## src/xeu_pkg.sv

```systemverilog
`default_nettype none

package xeu_pkg;

  localparam int ENT_COUNT  = 5;
  localparam int ENT_MAXLEN = 6;
  localparam int HOLD_DEPTH = 5;
  localparam int XEU_FIFO_DEPTH = 2;

  localparam logic [7:0] AMP_CHAR = 8'h26;

  localparam logic [0:ENT_COUNT-1][0:ENT_MAXLEN-1][7:0] ENT_TEXT = '{
    '{8'h26, 8'h61, 8'h6d, 8'h70, 8'h3b, 8'h00},
    '{8'h26, 8'h61, 8'h70, 8'h6f, 8'h73, 8'h3b},
    '{8'h26, 8'h71, 8'h75, 8'h6f, 8'h74, 8'h3b},
    '{8'h26, 8'h6c, 8'h74, 8'h3b, 8'h00, 8'h00},
    '{8'h26, 8'h67, 8'h74, 8'h3b, 8'h00, 8'h00}
  };

  localparam logic [0:ENT_COUNT-1][2:0] ENT_LEN = '{3'd5, 3'd6, 3'd6, 3'd4, 3'd4};

  localparam logic [0:ENT_COUNT-1][7:0] ENT_CHAR = '{8'h26, 8'h27, 8'h22, 8'h3c, 8'h3e};

  // One decode job: a run of held bytes, then at most one more byte.
  typedef struct packed {
    logic [0:HOLD_DEPTH-1][7:0] pend;
    logic [2:0]                 n_pend;
    logic                       has_tail;
    logic [7:0]                 tail;
    logic                       last;
  } xeu_job_t;

endpackage

`default_nettype wire

```

## src/xeu_if.sv

```systemverilog
`default_nettype none

interface xeu_in_if;
  logic       valid;
  logic       ready;
  logic [7:0] text_byte;
  logic       last_byte;

  modport source (output valid, output text_byte, output last_byte, input ready);
  modport sink (input valid, input text_byte, input last_byte, output ready);
endinterface

interface xeu_out_if;
  logic       valid;
  logic       ready;
  logic [7:0] out_byte;
  logic       out_last;

  modport source (output valid, output out_byte, output out_last, input ready);
  modport sink (input valid, input out_byte, input out_last, output ready);
endinterface

`default_nettype wire

```

## src/xeu_front.sv

```systemverilog
`default_nettype none

module xeu_front import xeu_pkg::*; (
  input  wire logic     clk,
  input  wire logic     rst_n,
  xeu_in_if.sink        in_ch,
  input  wire logic     q_full,
  output logic          q_push,
  output xeu_job_t      q_job
);

  logic [0:HOLD_DEPTH-1][7:0] pend_r;
  logic [2:0]                 cnt_r, cnt_nxt;
  logic                       accept;
  logic                       full_hit, prefix, same;
  logic [7:0]                 rep_char;
  logic [3:0]                 len1;
  logic                       wr_en;
  logic [2:0]                 wr_idx;
  logic                       is_amp;
  logic [7:0]                 b;
  logic                       last;

  assign in_ch.ready = !q_full;
  assign accept      = in_ch.valid && in_ch.ready;
  assign b           = in_ch.text_byte;
  assign last        = in_ch.last_byte;
  assign is_amp      = (b == AMP_CHAR);
  assign len1        = {1'b0, cnt_r} + 4'd1;

  always_comb begin
    full_hit = 1'b0;
    prefix   = 1'b0;
    rep_char = 8'h00;
    same     = 1'b0;
    for (int e = 0; e < ENT_COUNT; e++) begin
      same = ({1'b0, ENT_LEN[e]} >= len1);
      for (int i = 0; i < HOLD_DEPTH; i++) begin
        if ((3'(i) < cnt_r) && (ENT_TEXT[e][i] != pend_r[i])) begin
          same = 1'b0;
        end
      end
      if (ENT_TEXT[e][cnt_r] != b) begin
        same = 1'b0;
      end
      if (same) begin
        if ({1'b0, ENT_LEN[e]} == len1) begin
          full_hit = 1'b1;
          rep_char = ENT_CHAR[e];
        end else begin
          prefix = 1'b1;
        end
      end
    end
  end

  always_comb begin
    q_job          = '0;
    q_job.pend     = pend_r;
    q_job.tail     = b;
    q_job.last     = last;
    cnt_nxt        = cnt_r;
    wr_en          = 1'b0;
    wr_idx         = 3'd0;
    if (cnt_r == 3'd0) begin
      q_job.has_tail = !is_amp || last;
      if (is_amp && !last) begin
        wr_en   = 1'b1;
        cnt_nxt = 3'd1;
      end
    end else if (full_hit) begin
      q_job.has_tail = 1'b1;
      q_job.tail     = rep_char;
      cnt_nxt        = 3'd0;
    end else if (prefix && (cnt_r < 3'(HOLD_DEPTH))) begin
      if (last) begin
        q_job.n_pend   = cnt_r;
        q_job.has_tail = 1'b1;
        cnt_nxt        = 3'd0;
      end else begin
        wr_en   = 1'b1;
        wr_idx  = cnt_r;
        cnt_nxt = len1[2:0];
      end
    end else begin
      q_job.n_pend = cnt_r;
      if (is_amp && !last) begin
        wr_en   = 1'b1;
        cnt_nxt = 3'd1;
      end else begin
        q_job.has_tail = 1'b1;
        cnt_nxt        = 3'd0;
      end
    end
  end

  assign q_push = accept && (q_job.has_tail || (q_job.n_pend != 3'd0));

  always_ff @(posedge clk) begin
    if (!rst_n) begin
      cnt_r <= 3'd0;
    end else if (accept) begin
      cnt_r <= cnt_nxt;
    end
  end

  always_ff @(posedge clk) begin
    if (accept && wr_en) begin
      pend_r[wr_idx] <= b;
    end
  end

endmodule

`default_nettype wire

```

## src/xeu_fifo.sv

```systemverilog
`default_nettype none

module xeu_fifo import xeu_pkg::*; #(
  parameter int Depth = XEU_FIFO_DEPTH
) (
  input  wire logic     clk,
  input  wire logic     rst_n,
  input  wire logic     push,
  input  wire xeu_job_t push_job,
  output logic          full,
  input  wire logic     pop,
  output xeu_job_t      pop_job,
  output logic          empty
);

  localparam int PtrW = (Depth > 1) ? $clog2(Depth) : 1;
  localparam int CntW = $clog2(Depth + 1);

  xeu_job_t            mem_r [Depth];
  logic [PtrW-1:0]     wr_ptr_r, rd_ptr_r;
  logic [CntW-1:0]     cnt_r;
  logic                do_push, do_pop;

  assign full    = (cnt_r == CntW'(Depth));
  assign empty   = (cnt_r == '0);
  assign do_push = push && !full;
  assign do_pop  = pop && !empty;
  assign pop_job = mem_r[rd_ptr_r];

  always_ff @(posedge clk) begin
    if (!rst_n) begin
      wr_ptr_r <= '0;
      rd_ptr_r <= '0;
      cnt_r    <= '0;
    end else begin
      if (do_push) begin
        wr_ptr_r <= (wr_ptr_r == PtrW'(Depth - 1)) ? '0 : wr_ptr_r + 1'b1;
      end
      if (do_pop) begin
        rd_ptr_r <= (rd_ptr_r == PtrW'(Depth - 1)) ? '0 : rd_ptr_r + 1'b1;
      end
      if (do_push && !do_pop) begin
        cnt_r <= cnt_r + 1'b1;
      end else if (do_pop && !do_push) begin
        cnt_r <= cnt_r - 1'b1;
      end
    end
  end

  always_ff @(posedge clk) begin
    if (do_push) begin
      mem_r[wr_ptr_r] <= push_job;
    end
  end

endmodule

`default_nettype wire

```

## src/xeu_back.sv

```systemverilog
`default_nettype none

module xeu_back import xeu_pkg::*; (
  input  wire logic     clk,
  input  wire logic     rst_n,
  input  wire xeu_job_t q_job,
  input  wire logic     q_empty,
  output logic          q_pop,
  xeu_out_if.source     out_ch
);

  xeu_job_t   cur_r;
  logic       cur_vld_r;
  logic [2:0] idx_r;
  logic       out_vld_r, out_last_r;
  logic [7:0] out_byte_r;
  logic [2:0] total;
  logic       is_final, load, emit, cur_free;
  logic [7:0] sel_byte;

  assign total    = cur_r.n_pend + {2'b00, cur_r.has_tail};
  assign is_final = (idx_r == total - 3'd1);
  assign sel_byte = (idx_r < cur_r.n_pend) ? cur_r.pend[idx_r] : cur_r.tail;
  assign load     = !out_vld_r || out_ch.ready;
  assign emit     = cur_vld_r && load;
  assign cur_free = !cur_vld_r || (emit && is_final);
  assign q_pop    = !q_empty && cur_free;

  always_ff @(posedge clk) begin
    if (!rst_n) begin
      cur_vld_r <= 1'b0;
      idx_r     <= 3'd0;
      out_vld_r <= 1'b0;
    end else begin
      if (q_pop) begin
        cur_vld_r <= 1'b1;
        idx_r     <= 3'd0;
      end else if (emit) begin
        if (is_final) begin
          cur_vld_r <= 1'b0;
        end else begin
          idx_r <= idx_r + 3'd1;
        end
      end
      if (load) begin
        out_vld_r <= emit;
      end
    end
  end

  always_ff @(posedge clk) begin
    if (q_pop) begin
      cur_r <= q_job;
    end
    if (emit) begin
      out_byte_r <= sel_byte;
      out_last_r <= cur_r.last && is_final;
    end
  end

  assign out_ch.valid    = out_vld_r;
  assign out_ch.out_byte = out_byte_r;
  assign out_ch.out_last = out_last_r;

endmodule

`default_nettype wire

```

## src/xml_entity_unescaper_unit.sv

```systemverilog
// Path: a beat's decoded bytes are registered in the job queue, the current job and the output.
// Throughput: one input beat per cycle while each beat yields at most one byte and out_ch is
// ready; the serializer sends one byte per cycle unless stalled, so multi-byte beats hold it.
// A job queue between the classifier and the serializer absorbs short bursts.
// Reset: synchronous, active low; the held prefix count, queue and output are cleared.
`default_nettype none

module xml_entity_unescaper_unit import xeu_pkg::*; #(
  parameter int FifoDepth = XEU_FIFO_DEPTH
) (
  input  wire logic clk,
  input  wire logic rst_n,
  xeu_in_if.sink    in_ch,
  xeu_out_if.source out_ch
);

  logic     q_push, q_full, q_pop, q_empty;
  xeu_job_t push_job, pop_job;

  xeu_front u_front (
    .clk    (clk),
    .rst_n  (rst_n),
    .in_ch  (in_ch),
    .q_full (q_full),
    .q_push (q_push),
    .q_job  (push_job)
  );

  xeu_fifo #(
    .Depth (FifoDepth)
  ) u_fifo (
    .clk      (clk),
    .rst_n    (rst_n),
    .push     (q_push),
    .push_job (push_job),
    .full     (q_full),
    .pop      (q_pop),
    .pop_job  (pop_job),
    .empty    (q_empty)
  );

  xeu_back u_back (
    .clk     (clk),
    .rst_n   (rst_n),
    .q_job   (pop_job),
    .q_empty (q_empty),
    .q_pop   (q_pop),
    .out_ch  (out_ch)
  );

endmodule

`default_nettype wire

```

## src/flat_wrapper.sv

```systemverilog
// flat-port wrapper written by rule: the top's interface ports become plain ports
module xml_entity_unescaper_unit_flat import xeu_pkg::*;
#(
  parameter int FifoDepth = XEU_FIFO_DEPTH
)
  (clk, rst_n, in_ch_valid, in_ch_text_byte, in_ch_last_byte, in_ch_ready, out_ch_valid, out_ch_out_byte, out_ch_out_last, out_ch_ready);
  xeu_in_if in_ch_i ();
  xeu_out_if out_ch_i ();
  input  wire logic clk;
  input  wire logic rst_n;
  input wire logic [$bits(in_ch_i.valid)-1:0] in_ch_valid;
  input wire logic [$bits(in_ch_i.text_byte)-1:0] in_ch_text_byte;
  input wire logic [$bits(in_ch_i.last_byte)-1:0] in_ch_last_byte;
  output wire logic [$bits(in_ch_i.ready)-1:0] in_ch_ready;
  output wire logic [$bits(out_ch_i.valid)-1:0] out_ch_valid;
  output wire logic [$bits(out_ch_i.out_byte)-1:0] out_ch_out_byte;
  output wire logic [$bits(out_ch_i.out_last)-1:0] out_ch_out_last;
  input wire logic [$bits(out_ch_i.ready)-1:0] out_ch_ready;
  assign in_ch_i.valid = in_ch_valid;
  assign in_ch_i.text_byte = in_ch_text_byte;
  assign in_ch_i.last_byte = in_ch_last_byte;
  assign in_ch_ready = in_ch_i.ready;
  assign out_ch_valid = out_ch_i.valid;
  assign out_ch_out_byte = out_ch_i.out_byte;
  assign out_ch_out_last = out_ch_i.out_last;
  assign out_ch_i.ready = out_ch_ready;
  xml_entity_unescaper_unit #(.FifoDepth(FifoDepth)) u_core (.clk(clk), .rst_n(rst_n), .in_ch(in_ch_i), .out_ch(out_ch_i));
endmodule
```

## config.mk

```make
export PLATFORM = sky130hd
export DESIGN_NAME = xml_entity_unescaper_unit_flat
export DESIGN_NICKNAME = d
export VERILOG_FILES = /design/src/xeu_pkg.sv /design/src/xeu_if.sv /design/src/xeu_front.sv /design/src/xeu_fifo.sv /design/src/xeu_back.sv /design/src/xml_entity_unescaper_unit.sv /design/src/flat_wrapper.sv
export SDC_FILE = /design/constraint.sdc
export NUM_CORES = 1
export LEC_CHECK = 0
export BUFFER_PORTS_ARGS = -buffer_cell sky130_fd_sc_hd__buf_2
export CORE_MARGIN = 2
export CORE_UTILIZATION = 30
export DETAILED_ROUTE_END_ITERATION = 8
export GPL_ROUTABILITY_DRIVEN = 0
export SLEW_MARGIN = 20
export SYNTH_ARGS = -nofsm -noshare
export SYNTH_HDL_FRONTEND = slang
export SYNTH_SLANG_ARGS = --single-unit
```

## constraint.sdc

```tcl
create_clock -name clk -period 13.4 [get_ports clk]
set_input_delay 4.02 -clock clk [delete_from_list [all_inputs] [get_ports clk]]
set_output_delay 4.02 -clock clk [all_outputs]
set_load 0.03 [all_outputs]
```

==> summary by stage, run 1 <==
Run status
The flow ran to the end, and the final reports show no timing, DRC or antenna violations.

Pwr
The power per cell area is between 150 and 200 nW/um2. The design draws slightly below 2 mW. The maximum vdd ir drop is 0.108 mV. The static leakage is around 3.6 nW.

Floorplan
In this run the count of I/O pins placed on the die edge is 24. The effective utilization at floorplan is 0.304. The chip width is 182 um. The floorplan has between 60 and 70 rows. The die boundary height is 182 um. The area of the die is 33200 um2. The placeable core region is 31400 um2.

Place
The half-perimeter wire length after detailed placement is 13600 um. Timing analysis after detailed placement gives a worst setup slack of approximately 5900 ps. In this run the tool buffered the top-level ports with 23 buffer cells. The standard cell area after detailed placement is roughly 10000 um2.

Route
The via density per instance is 4.92. In the routed design, unresolved DRC markers number 0. After detailed routing, the average wire length per cell comes to between 15 and 20 um. The count of nets left with antenna violations once routing finished came out at 0.

The overall via count from detail_route is ~5300. For this block, the routed nets add up to 20500 um of wire. The first detailed-routing pass ran for 5 iterations. The count of routing violations after the opening detailed-route iteration is 525.

Finish
Of the cells placed in the final design, the portion with a size suffix greater than 1 is 0.191. The net count of the finished layout is 695. The antenna diode instance count is 0. The area growth from synthesis to layout is 13.1%.

After routing the design area is between 10000 and 15000 um2. The library cell used most frequently in the layout, excluding fill and tap cells, is edfxtp_1. Leaving out fill and tap cells, the most frequent cells in the layout are edfxtp_1, mux2_2, o21ai_0, nand2_1.

Synthesis
The post-synthesis async set-or-reset flop share is 0. The post-synthesis compound-gate area fraction is 0.0744. The area share of xor/xnor cells in the synthesized design is 0.0239. The cell count after synthesis is 641. Synthesis produced a netlist with a net count of 668.

The multiplexer fraction of the synthesized cell area is 0.0825. In this run the cell area of the synthesized design comes to about 9500 um2. The number of library cell types mapped by synthesis is 74. By area, the combinational part of the netlist is dominated by simple AND/OR/NAND/NOR gates. The count of state elements after synthesis is between 200 and 250.

A synthesized cell averages ~15 um2. For this run, the register share of the synthesized area comes to 0.680. In this run, synthesis inferred between 200 and 250 flip-flops with an integrated enable. Among all flip-flop cells after synthesis, the most frequent one is edfxtp_1.

The number of warning messages in the yosys log is 0. Of the total synthesized cell area, the portion taken by AND, OR, NAND and NOR gates is 0.0997. Of the total synthesized cell area, the portion taken by full adders, half adders and majority gates is 0.0184.

Hold path
The path class of the tightest hold or removal check is reg2reg. Along the worst hold path, the cell count comes to 0. The endpoint with the worst hold slack is u_core.u_fifo.mem_r[1][46]$_DFFE_PP_. The worst hold path begins at u_core.u_front.q_job[46]$_DFFE_PP_.

Timing
Measured against its own limit, the worst slew margin works out to 0.300. The slew at the pin closest to its max-slew limit is between 1000 and 1500 ps. The setup clock skew after layout is 13.6 ps. The maximum operating frequency is 143 MHz.

The portion of the clock cycle consumed by the worst path in the final layout is 0.523. The final setup violation count is 0. After layout, the worst setup slack is 6390 ps. The worst hold margin is 501 ps. Setup repair after global routing left no endpoint under its margin. The hold violation total from the final report came to 0. The number of max-slew violations in the final report is 0. Setup total negative slack on the finished layout was measured at 0 ps. After layout, the minimum clock period comes to 7010 ps.

Critical path
The critical path data arrival time is around 7000 ps. The logic depth of the worst register-to-register path is 11. The destination of the worst register-to-register timing path is u_core.u_fifo.mem_r[0][21]$_DFFE_PP_. The worst register-to-register path has a setup slack of 8620 ps. The endpoint kind of the worst setup timing path is a flop.

The launching point of the worst reg2reg path is u_core.u_front.cnt_r[1]$_SDFFE_PN0P_. The maximum fanout along the worst path is 53. The worst setup path is of the in2reg kind. STA classifies the critical path startpoint as a primary input. The required time at the worst-slack endpoint is 13530 ps.

Clock network
Counting along the longest clock path gives a buffer depth of 3. CTS built an H-tree with a depth of 1. The later pin in the worst-skew pair is clocked with a latency of 500 ps. The tree is rooted in a clkbuf_16.

The post-cts gate resize count is 0. The clock net in this run drives a total of 220 sinks. In this run, CTS created clock tree buffers numbering 23.

The total of hold buffers inserted after clock tree synthesis is 0. After clock tree synthesis, the setup repair step added 0 buffers. The clock tree from TritonCTS is built. The clock edge transition at the registers on the reported setup and hold paths is 60 ps.

Global routing
The global-route total usage across every layer is 0.124. The via count of the first global-routing pass came to 5309. Entering global routing, the biggest net connects 54 pins. The sum of overflow across all layers after global routing is 0. The first global-routing pass estimated 32000 um of wire. The initial antenna violation count is 0.

Run
The number of max-cap violations is 0.
[worst max-delay path, stage by stage]
cell,delay (ps)
buf_2,290
and3b_1,220
o32ai_1,210
or4b_4,500
nor4b_2,350
o2bb2ai_1,210
o21ai_1,360
a211oi_4,310
buf_4,620
[stage by stage]
step | instances | utilization
2_1_floorplan | 641 | -
3_3_place_gp | 1045 | 0.322
3_5_place_dp | 1045 | 0.322
4_1_cts | 1084 | 0.344
5_1_grt | 1084 | 0.344
6_report | 1084 | 0.344
[cell usage after synthesis (all sizes together) (12+ instances only)]
master	instances	area [um2]
buf	12	67.6
nand3	16	80.1
xnor2	14	123
nand2	35	131
inv	16	60.1
ha	14	175
nor2	22	82.6
mux2	53	597
edfxtp	208	6250
dfxtp	12	240
o21ai	48	240
a21oi	14	73.8
xor2	12	105
clkbuf	18	67.6
[layer usage]
metal / wire length (um) / vias to the layer above / GRT usage
met5: 0 / - / 0
met4: 446 / 0 / 0.0368
met3: 790 / 26 / 0.0154
met2: 9350 / 125 / 0.196
met1: 9880 / 2661 / 0.179
li1: - / 2524 / -
[power by group]
part           leakage (nW)  internal [mW]  switching, mW
registers              2.03          0.938         0.0478
clock network         0.327          0.333          0.245
logic                  1.20          0.148          0.254
[layout make-up]
cell class | instances | area (um2)
clock inverters | 10 | 75.1
fillers | 3042 | 20600
multi-input cells | 374 | 2870
clock buffers | 29 | 598
well taps | 402 | 503
inverters | 17 | 63.8
repair buffers | 32 | 183
flip-flops and latches | 220 | 6490
[how the worst max path moves through the flow]
stage	cells after the start	slack [ps]	from	to
2_1_floorplan	9	3280	in_ch_text_byte[6]	u_core.u_fifo.mem_r[0][0]$_DFFE_PP_
3_3_place_gp	9	5930	in_ch_text_byte[2]	u_core.u_fifo.mem_r[0][29]$_DFFE_PP_
3_5_place_dp	9	5870	in_ch_text_byte[2]	u_core.u_fifo.mem_r[0][29]$_DFFE_PP_
4_1_cts	9	6400	in_ch_text_byte[2]	u_core.u_fifo.mem_r[0][13]$_DFFE_PP_
5_1_grt	12	6140	in_ch_text_byte[2]	u_core.u_fifo.cnt_r[1]$_SDFFE_PN0P_
6_report	9	6390	in_ch_text_byte[2]	u_core.u_fifo.mem_r[0][21]$_DFFE_PP_
[sequential cells by signal, indices dropped and copies added (netlist names)]
register and cells:
u_core.u_back.out_ch.out_byte 8, u_core.u_back.out_ch.valid 1, u_core.u_fifo.cnt_r 2, u_core.u_front.q_job 40, u_core.u_fifo.rd_ptr_r 1, u_core.u_back.idx_r 3, u_core.u_back.cur_r 53, u_core.u_back.cur_vld_r 1
u_core.u_fifo.mem_r 106, u_core.u_fifo.wr_ptr_r 1, u_core.u_back.out_ch.out_last 1, u_core.u_front.cnt_r 3
[logic make-up (layout without fill, tap and decap cells)]
family                     after synthesis  after routing
DFF                                    220            220
buffers and inverters                   47             88
adders and majority gates               14             14
xor gates and xnor gates                26             26
AOI/OAI and AO/OA                      107            107
muxes                                   67             67
and+or+nand+nor                        160            160
Power figures use the tool's default switching activity.
==> run 2, diff against run 1 <==
==> constraint.sdc (replaced) <==
create_clock -name clk -period 6.6 [get_ports clk]
set_input_delay 1.98 -clock clk [delete_from_list [all_inputs] [get_ports clk]]
set_output_delay 1.98 -clock clk [all_outputs]
set_load 0.03 [all_outputs]
==> run 2 against run 1 <==
Critical path depth stayed put. Clock power increased by 110%. Final area is 0.44% higher. Final cell count unchanged. Clock-buffer cell count down 1. Setup slack lost 4700 ps. Global-route usage decreased by 0.48 points.
==> summary by stage, run 2 (same netlist as run 1, synthesis figures left out) <==
Clock network
In this run the clock root is driven by a clkbuf_16. The number of clock buffers inserted by TritonCTS is 22. Once the clock tree was built, the resizer swapped 0 gates to a different size. For this design, the sink count on the clock tree is 220. TritonCTS built the clock tree. The insertion delay of the later-clocked pin in the worst-skew pair is 490 ps. The count of buffers added by post-CTS timing repair for setup is 0.

Buffers inserted to repair hold after CTS numbered 0. Counting along the longest clock path gives a buffer depth of 3. The clock edge transition at the registers on the reported setup and hold paths is 60 ps. The level count of the clock H-tree is 1.

Place
The count of buffers inserted at the top-level ports is 23. The wire-length estimate of the detail-placed layout is 13500 um. The count of placed standard cells including taps is around 1000. The worst-case setup slack after placement is about 1100 ps.

Timing
The hold violation total from the final report was 0. Setup slack on the critical path of the routed design comes to 1650 ps. For the final routed database, the setup TNS stands at 0 ps.

The clock arrives with about 8.5 ps of skew. Setup repair after global routing left no endpoint under its margin. Counting I/O delays and the setup requirement, the final critical path takes approximately 5000 ps. For this run, the top clock speed supported by timing is between 200 and 250 MHz. Measured against its own limit, the worst slew margin works out to 0.303. In the finished design, the share of the clock period the worst path needs comes to 0.750.

The worst hold margin is ~480 ps. Setup violations remaining at the end of the flow were counted as 0. The slew at the pin closest to its max-slew limit is between 1000 and 1500 ps. The number of max-slew violations in the final report is 0.

Global routing
The initial antenna violation count came to 0. The pin count of the biggest net entering global routing is between 50 and 60. The sum of overflow across all layers after global routing is 0. The first global-routing pass estimated roughly 30000 um of wire.

The via count of the first global-routing pass is roughly 5100. Across every metal layer, demand over resource in global routing totals 0.119.

Floorplan
Measured along the y axis, the die boundary spans 182 um. Measured along the x axis, the die boundary spans around 180 um. The effective utilization at floorplan is 0.304. The area of the die is approximately 33000 um2. During I/O placement, the number of pins put on the boundary was 24.

In this run the core area contains 65 standard-cell rows. The placeable core region is 31400 um2.

Route
Dividing the detail-routed via count by the number of cells gives 4.92. The count of nets left with antenna violations once routing finished came out at 0. Summed over all layers, the routed wires come to between 15000 and 20000 um. The residual DRC count is 0. The first detailed-routing pass took 5 iterations. The overall via count from detail_route is 5328.

Dividing the detail-routed wire length by the instance count gives 18.2 um. The count of routing violations after the opening detailed-route iteration is 465.

Critical path
The kind of start point of the critical path is a primary input. The maximum single-stage delay on the critical path is 600 ps. Walking the worst path, the cells encountered are buf_2, and3b_1, o32ai_1, or4b_4, nor4b_2, o2bb2ai_1, o21ai_1, a211oi_4, buf_4. The required time at the worst-slack endpoint is 6720 ps. The cell with the largest stage delay on the worst path is buf_4. The maximum fanout along the worst path is 53.

The critical path data arrival time is a little over 5000 ps. The endpoint kind of the worst setup timing path is a flop. The type of the worst setup path is in2reg.

Pwr
Total power for the finished layout comes to 4.03 mW. The power per cell area is 372 nW/um2. The fraction of power consumed by the clock network is 0.306. Of the total power, combinational logic draws 0.203. Of the total power, registers draw 0.491.

The maximum vdd ir drop is 0.183 mV. The internal power of the cells totals 2.95 mW. For this design the static power due to leakage is 3.57 nW. The net load switching power is 1.08 mW. The switching power as a share of total power is 0.267.

Finish
In the final layout, the multi-input gates occupy approximately 2900 um2. The sequential cells in the finished layout cover a total of 6490 um2. Compared with the post-synthesis result, the final layout area differs by 13.6%. Leaving out fill and tap cells, the most frequent cell in the layout is edfxtp_1. The number of fill cells in the layout is 2992. The flip-flop count of the largest register after layout is 106.

The number of antenna diodes in the final layout is 0. In the final layout, the share of cells above drive strength 1 is 0.192. At the end of the flow, the number of nets in the layout was between 600 and 700.

The register ranked first by flip-flop count is u_core.u_fifo.mem_r. In the layout the commonest cells are edfxtp_1, mux2_2, o21ai_0, nand2_1. The count of non-filler cells in the finished layout is between 1000 and 1500.

Run
The number of max-cap violations is 0.

Run status
The run finished with clean final reports.

Hold path
The worst hold-check path type is reg2reg.
run 2: changes by cell type in the layout (fill, tap and decap cells not counted), sizes merged:
cell / before / now
clkbuf: 29 / 28
bufinv: 1 / 3
inv: 17 / 15
clkinvlp: 0 / 1
run 2: critical path, delay by kind of cell:
kind	cells	cell delay, ps
AOI/OAI and AO/OA	4	1080
buffers and inverters	2	880
and+or+nand+nor	3	1060
run 2: layout make-up:
type                    count  area share
clock buffers              28      0.0549
repair buffers             32      0.0169
multi-input cells         374       0.265
clock inverters            11      0.0116
well taps                 402      0.0464
flip-flops and latches    220       0.599
inverters                  17     0.00601
run 2: power groups by stage:
stage / combinational [mW] / clock (mW) / sequential, mW
final: 0.819 / 1.23 / 1.98
after global routing: 0.910 / 1.31 / 2.01
after CTS: 0.839 / 1.26 / 1.98
after detailed placement: 0.834 / 0 / 2.01
after global placement: 0.834 / 0 / 2.00
after floorplan: 0.541 / 0 / 2.05
run 2: path summary, 6_finish.rpt:
path                                             start                              endpoint  slack (ps)  cells after the start
hold / removal      u_core.u_front.q_job[47]$_DFFE_PP_  u_core.u_fifo.mem_r[0][47]$_DFFE_PP_         480                      0
hold reg to reg     u_core.u_front.q_job[47]$_DFFE_PP_  u_core.u_fifo.mem_r[0][47]$_DFFE_PP_         480                      0
setup reg to reg  u_core.u_front.cnt_r[0]$_SDFFE_PN0P_  u_core.u_fifo.mem_r[0][31]$_DFFE_PP_        1870                     12
setup / recovery                    in_ch_text_byte[2]  u_core.u_fifo.mem_r[0][31]$_DFFE_PP_        1650                      9
run 2: stage by stage:
step	utilization	area [um2]
finish	0.345	10800
global route	0.345	10800
CTS	0.345	10800
detailed placement	0.322	10100
global placement	0.322	10100
floorplan	-	9540
run 2: routing by layer:
layer,up-vias,track usage,share of wire,wire length (um)
li1,2524,-,-,-
met1,2632,0.172,0.47,9310
met2,132,0.182,0.45,8910
met3,40,0.0162,0.045,888
met4,0,0.0474,0.032,635
met5,-,0,0,0
